### src/rtl/core/amf0_pkg.sv
// Package for the AMF0 script-data parser: parse phases, byte roles and field widths.
`timescale 1ns / 1ps

package amf0_pkg;

	// Field widths
	localparam int unsigned ByteW   = 8;
	localparam int unsigned SizeW   = 24;
	localparam int unsigned RoleW   = 4;
	localparam int unsigned ValueW  = 64;
	localparam int unsigned ItemW   = 16;
	localparam int unsigned EntryW  = 31;
	localparam int unsigned StrLenW = 16;
	localparam int unsigned FbcW    = 3;

	// Parse phase, one-hot
	typedef enum logic [11:0] {
		PH_IDLE    = 12'b0000_0000_0001,
		PH_TYPE    = 12'b0000_0000_0010,
		PH_STRLEN  = 12'b0000_0000_0100,
		PH_STRCHAR = 12'b0000_0000_1000,
		PH_COUNT   = 12'b0000_0001_0000,
		PH_KEYLEN  = 12'b0000_0010_0000,
		PH_KEYCHAR = 12'b0000_0100_0000,
		PH_VALTYPE = 12'b0000_1000_0000,
		PH_NUM     = 12'b0001_0000_0000,
		PH_BOOL    = 12'b0010_0000_0000,
		PH_VLEN    = 12'b0100_0000_0000,
		PH_VCHAR   = 12'b1000_0000_0000
	} phase_t;

	// Byte role codes reported per beat
	localparam logic [RoleW-1:0] ROLE_IGNORED = 4'd0;
	localparam logic [RoleW-1:0] ROLE_TYPE    = 4'd1;
	localparam logic [RoleW-1:0] ROLE_STRLEN  = 4'd2;
	localparam logic [RoleW-1:0] ROLE_STRCHAR = 4'd3;
	localparam logic [RoleW-1:0] ROLE_COUNT   = 4'd4;
	localparam logic [RoleW-1:0] ROLE_KEYLEN  = 4'd5;
	localparam logic [RoleW-1:0] ROLE_KEYCHAR = 4'd6;
	localparam logic [RoleW-1:0] ROLE_VALTYPE = 4'd7;
	localparam logic [RoleW-1:0] ROLE_NUM     = 4'd8;
	localparam logic [RoleW-1:0] ROLE_BOOL    = 4'd9;
	localparam logic [RoleW-1:0] ROLE_VLEN    = 4'd10;
	localparam logic [RoleW-1:0] ROLE_VCHAR   = 4'd11;

	// Item and value type codes
	localparam logic [ByteW-1:0] TYPE_STRING = 8'd2;
	localparam logic [ByteW-1:0] TYPE_ARRAY  = 8'd8;
	localparam logic [ByteW-1:0] VAL_NUMBER  = 8'd0;
	localparam logic [ByteW-1:0] VAL_BOOL    = 8'd1;
	localparam logic [ByteW-1:0] VAL_STRING  = 8'd2;

	// Field lengths in bytes and the type-byte threshold
	localparam logic [FbcW:0] LEN_BYTES   = 4'd2;
	localparam logic [FbcW:0] COUNT_BYTES = 4'd4;
	localparam logic [FbcW:0] NUM_BYTES   = 4'd8;
	localparam logic [SizeW-1:0] TYPE_MIN_LEFT = 24'd3;

endpackage

### src/rtl/core/amf0_script_data_parser.sv
// AMF0 script-data parser: one payload byte in, one role/field result out per beat.
// Each accepted byte waits in the input register; its result is loaded into the output
// register when the result register is free or drains, and is taken while out_ready is high.
// Throughput: one byte per cycle while the result side is not back-pressured; the parse
// state updates in the single stage between the input register and the result register.
// Reset: arst_n clears the handshake valids and all parse state (phase idle).
// A byte with tag_start restarts the parser with the new tag size.
`timescale 1ns / 1ps

module amf0_script_data_parser (
	input  logic                              clk,
	input  logic                              arst_n,
	input  logic                              in_valid,
	output logic                              in_ready,
	input  logic [amf0_pkg::ByteW-1:0]        data_byte,
	input  logic                              tag_start,
	input  logic [amf0_pkg::SizeW-1:0]        tag_size,
	output logic                              out_valid,
	input  logic                              out_ready,
	output logic [amf0_pkg::RoleW-1:0]        byte_role,
	output logic                              field_done,
	output logic [amf0_pkg::ValueW-1:0]       field_value,
	output logic [amf0_pkg::ItemW-1:0]        item_index,
	output logic [amf0_pkg::EntryW-1:0]       entry_index,
	output logic                              parse_stopped
);

	// Input register
	logic                         valid_s1;
	logic [amf0_pkg::ByteW-1:0]   data_byte_s1;
	logic                         tag_start_s1;
	logic [amf0_pkg::SizeW-1:0]   tag_size_s1;

	// Parse state
	amf0_pkg::phase_t               phase_q;
	logic [amf0_pkg::SizeW-1:0]     bytes_left_q;
	logic [amf0_pkg::FbcW-1:0]      fbc_q;
	logic [amf0_pkg::StrLenW-1:0]   str_left_q;
	logic [amf0_pkg::EntryW-1:0]    entries_left_q;
	logic [amf0_pkg::ValueW-1:0]    assemble_q;
	logic [amf0_pkg::ItemW-1:0]     item_cnt_q;
	logic [amf0_pkg::EntryW-1:0]    entry_cnt_q;

	// Next-state and result values
	amf0_pkg::phase_t               ph;
	logic [amf0_pkg::SizeW-1:0]     bl;
	logic [amf0_pkg::FbcW-1:0]      fbc;
	logic [amf0_pkg::StrLenW-1:0]   sbl;
	logic [amf0_pkg::EntryW-1:0]    el;
	logic [amf0_pkg::ValueW-1:0]    asm_v;
	logic [amf0_pkg::ItemW-1:0]     ic;
	logic [amf0_pkg::EntryW-1:0]    ec;
	logic [amf0_pkg::EntryW-1:0]    eidx;
	logic [amf0_pkg::RoleW-1:0]     role;
	logic                           done;
	logic                           stopped;
	logic [amf0_pkg::ValueW-1:0]    val;
	logic                           fin;
	logic                           field_full;
	logic [amf0_pkg::FbcW:0]        need;
	logic [amf0_pkg::FbcW:0]        fbc_inc;
	logic [amf0_pkg::ByteW-1:0]     b;

	logic advance;

	// Handshake: the stage moves when the result register is free or drains
	assign advance   = valid_s1 && (!out_valid || out_ready);
	assign in_ready  = !valid_s1 || advance;

	always_ff @(posedge clk or negedge arst_n) begin
		if (!arst_n) begin
			valid_s1 <= 1'b0;
		end else if (in_ready) begin
			valid_s1 <= in_valid;
		end
	end

	always_ff @(posedge clk) begin
		if (in_valid && in_ready) begin
			data_byte_s1 <= data_byte;
			tag_start_s1 <= tag_start;
			tag_size_s1  <= tag_size;
		end
	end

	// Per-byte parse step
	always_comb begin
		b       = data_byte_s1;
		ph      = phase_q;
		bl      = bytes_left_q;
		fbc     = fbc_q;
		sbl     = str_left_q;
		el      = entries_left_q;
		asm_v   = assemble_q;
		ic      = item_cnt_q;
		ec      = entry_cnt_q;
		role    = amf0_pkg::ROLE_IGNORED;
		done    = 1'b0;
		stopped = 1'b0;
		val     = '0;
		fin     = 1'b0;
		need    = amf0_pkg::LEN_BYTES;

		// Tag start restarts everything
		if (tag_start_s1) begin
			ph    = amf0_pkg::PH_TYPE;
			bl    = tag_size_s1;
			fbc   = '0;
			sbl   = '0;
			el    = '0;
			asm_v = '0;
			ic    = '0;
			ec    = '0;
		end
		eidx = ec;

		// Out of payload, or too short for another item
		if (ph != amf0_pkg::PH_IDLE && bl == '0)
			ph = amf0_pkg::PH_IDLE;
		if (ph == amf0_pkg::PH_TYPE && bl <= amf0_pkg::TYPE_MIN_LEFT)
			ph = amf0_pkg::PH_IDLE;

		// Field assembly shared by the multi-byte phases
		case (ph)
			amf0_pkg::PH_COUNT: need = amf0_pkg::COUNT_BYTES;
			amf0_pkg::PH_NUM:   need = amf0_pkg::NUM_BYTES;
			default:            need = amf0_pkg::LEN_BYTES;
		endcase
		fbc_inc    = {1'b0, fbc} + 1'b1;
		field_full = (fbc_inc >= need);

		if (ph != amf0_pkg::PH_IDLE) begin
			bl = bl - 1'b1;
			case (ph)
				amf0_pkg::PH_TYPE: begin
					role = amf0_pkg::ROLE_TYPE;
					done = 1'b1;
					val  = {56'd0, b};
					if (ic != '1)
						ic = ic + 1'b1;
					if (b == amf0_pkg::TYPE_STRING) begin
						ph = amf0_pkg::PH_STRLEN;  fbc = '0; asm_v = '0;
					end else if (b == amf0_pkg::TYPE_ARRAY) begin
						ph = amf0_pkg::PH_COUNT;   fbc = '0; asm_v = '0;
					end
				end
				amf0_pkg::PH_STRLEN, amf0_pkg::PH_KEYLEN, amf0_pkg::PH_VLEN: begin
					case (ph)
						amf0_pkg::PH_STRLEN: role = amf0_pkg::ROLE_STRLEN;
						amf0_pkg::PH_KEYLEN: role = amf0_pkg::ROLE_KEYLEN;
						default:             role = amf0_pkg::ROLE_VLEN;
					endcase
					asm_v = {asm_v[amf0_pkg::ValueW-9:0], b};
					if (field_full) begin
						fbc  = '0;
						done = 1'b1;
						val  = {48'd0, asm_v[amf0_pkg::StrLenW-1:0]};
						sbl  = asm_v[amf0_pkg::StrLenW-1:0];
						if (sbl != '0) begin
							case (ph)
								amf0_pkg::PH_STRLEN: ph = amf0_pkg::PH_STRCHAR;
								amf0_pkg::PH_KEYLEN: ph = amf0_pkg::PH_KEYCHAR;
								default:             ph = amf0_pkg::PH_VCHAR;
							endcase
						end else begin
							case (ph)
								amf0_pkg::PH_STRLEN: ph = amf0_pkg::PH_TYPE;
								amf0_pkg::PH_KEYLEN: ph = amf0_pkg::PH_VALTYPE;
								default:             fin = 1'b1;
							endcase
						end
					end else begin
						fbc = fbc_inc[amf0_pkg::FbcW-1:0];
					end
				end
				amf0_pkg::PH_STRCHAR, amf0_pkg::PH_KEYCHAR, amf0_pkg::PH_VCHAR: begin
					case (ph)
						amf0_pkg::PH_STRCHAR: role = amf0_pkg::ROLE_STRCHAR;
						amf0_pkg::PH_KEYCHAR: role = amf0_pkg::ROLE_KEYCHAR;
						default:              role = amf0_pkg::ROLE_VCHAR;
					endcase
					done = 1'b1;
					val  = {56'd0, b};
					sbl  = sbl - 1'b1;
					if (sbl == '0) begin
						case (ph)
							amf0_pkg::PH_STRCHAR: ph = amf0_pkg::PH_TYPE;
							amf0_pkg::PH_KEYCHAR: ph = amf0_pkg::PH_VALTYPE;
							default:              fin = 1'b1;
						endcase
					end
				end
				amf0_pkg::PH_COUNT: begin
					role  = amf0_pkg::ROLE_COUNT;
					asm_v = {asm_v[amf0_pkg::ValueW-9:0], b};
					if (field_full) begin
						fbc  = '0;
						done = 1'b1;
						val  = {32'd0, asm_v[31:0]};
						// A count with the top bit set means no entries
						el   = asm_v[31] ? '0 : asm_v[amf0_pkg::EntryW-1:0];
						ec   = '0;
						if (el == '0) begin
							ph = amf0_pkg::PH_TYPE;
						end else begin
							ph = amf0_pkg::PH_KEYLEN; fbc = '0; asm_v = '0;
						end
					end else begin
						fbc = fbc_inc[amf0_pkg::FbcW-1:0];
					end
				end
				amf0_pkg::PH_VALTYPE: begin
					role = amf0_pkg::ROLE_VALTYPE;
					done = 1'b1;
					val  = {56'd0, b};
					if (b == amf0_pkg::VAL_NUMBER) begin
						ph = amf0_pkg::PH_NUM;  fbc = '0; asm_v = '0;
					end else if (b == amf0_pkg::VAL_BOOL) begin
						ph = amf0_pkg::PH_BOOL;
					end else if (b == amf0_pkg::VAL_STRING) begin
						ph = amf0_pkg::PH_VLEN; fbc = '0; asm_v = '0;
					end else begin
						stopped = 1'b1;
						ph      = amf0_pkg::PH_IDLE;
					end
				end
				amf0_pkg::PH_NUM: begin
					role  = amf0_pkg::ROLE_NUM;
					asm_v = {asm_v[amf0_pkg::ValueW-9:0], b};
					if (field_full) begin
						fbc  = '0;
						done = 1'b1;
						val  = asm_v;
						fin  = 1'b1;
					end else begin
						fbc = fbc_inc[amf0_pkg::FbcW-1:0];
					end
				end
				amf0_pkg::PH_BOOL: begin
					role = amf0_pkg::ROLE_BOOL;
					done = 1'b1;
					val  = {56'd0, b};
					fin  = 1'b1;
				end
				default: begin
					ph   = amf0_pkg::PH_IDLE;
					role = amf0_pkg::ROLE_IGNORED;
				end
			endcase

			// End of one array entry
			if (fin) begin
				ec = ec + 1'b1;
				el = el - 1'b1;
				if (el == '0) begin
					ph = amf0_pkg::PH_TYPE;
				end else begin
					ph = amf0_pkg::PH_KEYLEN; fbc = '0; asm_v = '0;
				end
			end
		end
	end

	// Parse state commits as the byte moves to the result register
	always_ff @(posedge clk or negedge arst_n) begin
		if (!arst_n) begin
			phase_q        <= amf0_pkg::PH_IDLE;
			bytes_left_q   <= '0;
			fbc_q          <= '0;
			str_left_q     <= '0;
			entries_left_q <= '0;
			assemble_q     <= '0;
			item_cnt_q     <= '0;
			entry_cnt_q    <= '0;
		end else if (advance) begin
			phase_q        <= ph;
			bytes_left_q   <= bl;
			fbc_q          <= fbc;
			str_left_q     <= sbl;
			entries_left_q <= el;
			assemble_q     <= asm_v;
			item_cnt_q     <= ic;
			entry_cnt_q    <= ec;
		end
	end

	// Result register
	always_ff @(posedge clk or negedge arst_n) begin
		if (!arst_n) begin
			out_valid <= 1'b0;
		end else if (advance) begin
			out_valid <= 1'b1;
		end else if (out_ready) begin
			out_valid <= 1'b0;
		end
	end

	always_ff @(posedge clk) begin
		if (advance) begin
			byte_role     <= role;
			field_done    <= done;
			field_value   <= val;
			item_index    <= ic;
			entry_index   <= eidx;
			parse_stopped <= stopped;
		end
	end

endmodule

### config.mk
export PLATFORM = sky130hd
export DESIGN_NAME = amf0_script_data_parser
export DESIGN_NICKNAME = d
export VERILOG_FILES = /design/src/rtl/core/amf0_pkg.sv /design/src/rtl/core/amf0_script_data_parser.sv
export SDC_FILE = /design/constraint.sdc
export NUM_CORES = 1
export LEC_CHECK = 0
export BUFFER_PORTS_ARGS = -buffer_cell sky130_fd_sc_hd__buf_2
export CORE_MARGIN = 2
export CORE_UTILIZATION = 28
export CTS_CLUSTER_SIZE = 25
export DETAILED_ROUTE_END_ITERATION = 6
export GPL_TIMING_DRIVEN = 0
export PLACE_DENSITY_LB_ADDON = 0.25
export SYNTH_ARGS = -nofsm -noshare
export SYNTH_HDL_FRONTEND = slang
export SYNTH_SLANG_ARGS = --single-unit
### constraint.sdc
create_clock -name clk -period 8.4 [get_ports clk]
set_clock_uncertainty 0.2 [all_clocks]
set_input_delay 0.42 -clock clk [delete_from_list [all_inputs] [get_ports clk]]
set_output_delay 0.42 -clock clk [all_outputs]
set_load 0.1 [all_outputs]
# Word-level counts from Yosys, hierarchy flattened
# Index checks and enable logic that the tools add are counted.
# word_totals
wordCells	157
out_inout_bits	119
ff_bits	349
# classes
bitwise	2
reduce_logical	24
n_mux	86
magnitude_cmp	2
add_sub_neg	6
n_eq_ne	18
# op_table
op	n
64-bit two-way mux	12
64-bit one-hot mux with 4 select lines	2
31-bit two-way mux	13
12-bit two-way mux	11
16-bit two-way mux	8
12-bit one-hot mux with 2 select lines	3
12-bit one-hot mux with 6 select lines	1
31-bit zero test	2
24-bit two-way mux	2
11-bit two-way mux	3
32-bit two-way mux	1
16-bit one-hot mux with 2 select lines	1
31-bit by 1-bit adder with 31-bit output, second input constant	1
31-bit by 1-bit subtractor with 31-bit output, second input constant	1
3-bit two-way mux	10
4-bit one-hot mux with 7 select lines	1
12-bit by 2-bit == test with 1-bit output, second input constant	2
24-bit by 2-bit <= comparator with 1-bit output, second input constant	1
24-bit zero test	1
12-bit by 1-bit inequality test with 1-bit output, second input constant	2
4-bit one-hot mux with 2 select lines	3
24-bit by 1-bit subtractor with 24-bit output, second input constant	1
16-bit by 1-bit adder with 16-bit output, second input constant	1
16-bit zero test	1
34 further kinds	54

# Logic depth before layout (Yosys ltp)
# depth
ltp_word	18
ltp_mapped	38

# Worst setup path after synthesis
# No wires, ideal clock.
# synth_path
kind	flip-flop to flip-flop
start	register tag_start_s1
end	register assemble_q[5] in the netlist's numbering
path_buffers	14
arrival_time_ns	8.689
required_time_ns	8.134
synth_period_minus_slack_ns	8.956
path_stages_with_launch	37
slack_ns	-0.556
path_cell_list	edfxtp_1 -> clkbuf_1 -> buf_2 -> clkbuf_1 -> clkbuf_1 -> buf_2 -> buf_2 -> buf_2 -> clkbuf_1 -> buf_1 -> clkbuf_1 -> clkbuf_1 -> clkbuf_1 -> nor2b_1 -> ha_1 -> inv_1 -> ha_1 -> nand3b_1 -> a21boi_0 -> o21a_1 -> o221a_4 -> nand2_4 -> buf_1 -> nor2_1 -> a22oi_1 -> ha_1 -> o21ai_1 -> a2111oi_1 -> mux2_2 -> o2111ai_1 -> a2111oi_2 -> o21ai_1 -> or3_1 -> or4_4 -> a21oi_4 -> buf_4 -> a22o_1
# synth_via
elab_chain_cells	18
word_cells_on_any_way	63
# synth_lines
item	line_no	text
start, declared	amf0_script_data_parser.sv:31	logic tag_start_s1;
start signal, assigned	amf0_script_data_parser.sv:81	tag_start_s1 <= tag_start;
parallel branches: the longest is 17 deep, another holds 31-bit by 1-bit subtractor with 31-bit output	--	
64-bit two-way mux (*)	amf0_script_data_parser.sv:132	if (ph != amf0_pkg::PH_IDLE) begin
end signal, assigned	amf0_script_data_parser.sv:281	assemble_q <= asm_v;
end, declared	amf0_script_data_parser.sv:40	logic [amf0_pkg::ValueW-1:0] assemble_q;
# Mark *: on every way between the ends. The select of a mux whose other input is x is not followed.
# A chain may end at the register's enable or synchronous reset.

# Worst setup path in the final report
# layout_path
start	register tag_start_s1
end	register assemble_q[44] in the netlist's numbering
# Same word-level chain as after synthesis.

==> flow_metrics.tcl <==
set metrics [dict create \
    grt_use_total_pct 22.1 \
    synthCells 2068 \
    vdd_ir_drop_max_uv 130 \
    drtPass1Iterations 5 \
    drtIter0Drc 1727 \
    clk_pin_slew_ns 0.06 \
    cts_root_buffer "clkbuf_16" \
    antenna_found_initial 1 \
    rsz0062_at_grt "false" \
    synth-warning-count 0 \
    area_delta_synth_final_pct 23.8 \
    most-common-layout-cells "220 x nand2_1, 190 x dfrtp_1, 173 x o21ai_0" \
    power.leakage_nw 9.35 \
    setup_viol 0 \
    layout_min_cycle_time_ns 8.23 \
    n_antenna_cell 0 \
    endpoint_kind "flip-flop" \
    synth-edff-count 150 \
    cp.required_ns 8.70 \
    cts_buffer_depth 3 \
    reg2reg_to "assemble_q[44]" \
    num_rows 96 \
    numCtsBuffers 43 \
    yosys-top-cells-area "dfrtp_1 24%, edfxtp_1 23%, o21ai_0 4.4%" \
    worstPathMaxFanout 10 \
    max_freq_mhz 122 \
    numClockSinks 341 \
    dp_cells 3160 \
    post_dp_cell_area_sq_um 21600 \
    synth_ff_type "dfrtp_1" \
    status "completed" \
    cp-start-kind "flip-flop" \
    routed_wl_um 80000 \
    synth_fp_nets 2117 \
    maxSlewViolCount 0 \
    ant_nets 0 \
    core_sq_um 68700 \
    maxSlewHeadroom_pct 11.1 \
    wl_per_cell_um 24.3 \
    hold_violations 0 \
    gp_congestion 0.986 \
    layout.cells.non_filler 3291 \
    grt_pass1_vias 18100 \
    start_util_pct 28.4 \
    worst_slack_ns 0.171 \
    avgSynthCellArea_sq_um 9.42 \
    synth-seq-cells 341 \
    path_class "flip-flop to flip-flop" \
    die_width_um 268 \
    worstHoldPathType "input pin to async pin" \
    slowest_stage "or4_1" \
    fp.dieArea_sq_um 71700 \
    synth-seq-area-share_pct 47.7 \
    synth_top_area_cell "dfrtp_1" \
    ys_async_sr_fraction_pct 56.0 \
    worst_slew_pin_slew_ns 1.33 \
    io_buffers 155 \
    grt_overflow 0 \
    power_mw 5.04 \
    yosys.area.top_type_share_pct 24.4 \
    grt_pass1_wl_um 119000 \
    dieHeight_um 268 \
    rrSetupSlack_ns 0.17 \
    synth_area_sq_um 19500 \
    critPathMaxStageDelay_ns 0.55 \
    period_share_pct 98.0 \
    power.density_nw_per_um2 209 \
    hold_slack_ns 0.267 \
    tritoncts "done" \
    grt_max_degree 102 \
    dp_hpwl_um 57300 \
    cap_viol_max_count 0 \
    htreeDepth 2 \
    final_common_cell "nand2_1" \
    reg2reg_from "tag_start_s1" \
    crit_top_cell "buf_2" \
    insertion_delay_ns 0.59 \
    dr_total_vias 18100 \
    drive_gt1_share_pct 15.7 \
    worstRegToRegCells 34 \
    drc 0 \
    ys_types 98 \
    cp.arrival_ns 8.53 \
    final_area_sq_um 24100 \
    via_per_inst 5.50 \
    nNetsFinal 2375 \
    pre_cts_ws_ns -5.75 \
    io_pins 156 \
]
-- sequential cells by signal, indices dropped and copies added, names as in the netlist, 24 cells and up --
signal	count
entry_cnt_q	31
bytes_left_q	24
assemble_q	56
field_value	64
entries_left_q	31
tag_size_s1	24
entry_index	31
-- how the worst max path moves through the flow --
stage	start	endpoint	slack, ns	cells past startpoint
global placement	tag_start_s1	assemble_q[38]	-5.77	38
CTS	tag_start_s1	assemble_q[44]	0.008	38
floorplan	tag_start_s1	assemble_q[5]	0.01	35
detailed placement	tag_start_s1	assemble_q[44]	-5.75	38
finish	tag_start_s1	assemble_q[44]	0.17	34
global route	tag_start_s1	assemble_q[29]	0.01	33
-- report_power, final --
group          switching [mW]  internal, mW
clock network           0.781          1.30
logic                   0.778         0.244
registers              0.0803          1.85
-- worst max-delay path, delay by kind of cell (launching register included) --
family	cells	cell delay [ns]
buf+inv	9	1.91
fa+ha+maj	2	0.47
compound gates	13	2.84
simple gates	10	2.20
flops	1	0.49
-- metrics by stage --
stage               util (%)  setup TNS (ns)
floorplan                  -               0
global placement        31.2         -716.21
detailed placement      31.4         -698.99
CTS                     35.0               0
global route            35.1               0
finish                  35.1               0
-- Yosys cell counts (all sizes together) (52+ instances only) --
master and count:
a21oi 106, a22o 71, and2 74, clkbuf 97
dfrtp 190, edfxtp 150, nand2 222, nand3 52
nor2 171, nor2b 57, nor3 70, o21ai 180
-- layout make-up --
type                    instances  area (sq um)
repair buffers                216          1410
fillers                      7104         44600
flip-flops and latches        341          9290
plain buffers                 141           868
multi-input cells            1552          9700
clock inverters                27           404
well taps                     931          1160
inverters                      31           120
clock buffers                  52          1170
-- cell families (layout without fill, tap and decap cells) --
family          count (synthesis)  in the layout  share of synthesized area, %
simple gates                  841            841                          22.0
compound gates                575            575                          19.9
flops                         341            341                          47.7
buf+inv                       175            467                          3.80
xor+xnor                       89             89                          4.00
mux                            35             35                          1.84
fa+ha+maj                      12             12                         0.771
-- metal layers --
metal	up-vias	wire (um)	global-route usage, %
li1	8179	-	-
met1	8991	33600	28.5
met2	721	37000	35.6
met3	196	5210	3.85
met4	0	4220	11.3
met5	-	0	0
-- what timing repair did --
item	CTS	global route
hold buffers	37	0
resized for setup	92	11
buffers inserted	13	5
endpoints found under the setup margin	231	59
pin swaps	11	11
hold endpoints to repair	125	0
Note: power is estimated with default switching activity, not from simulation.
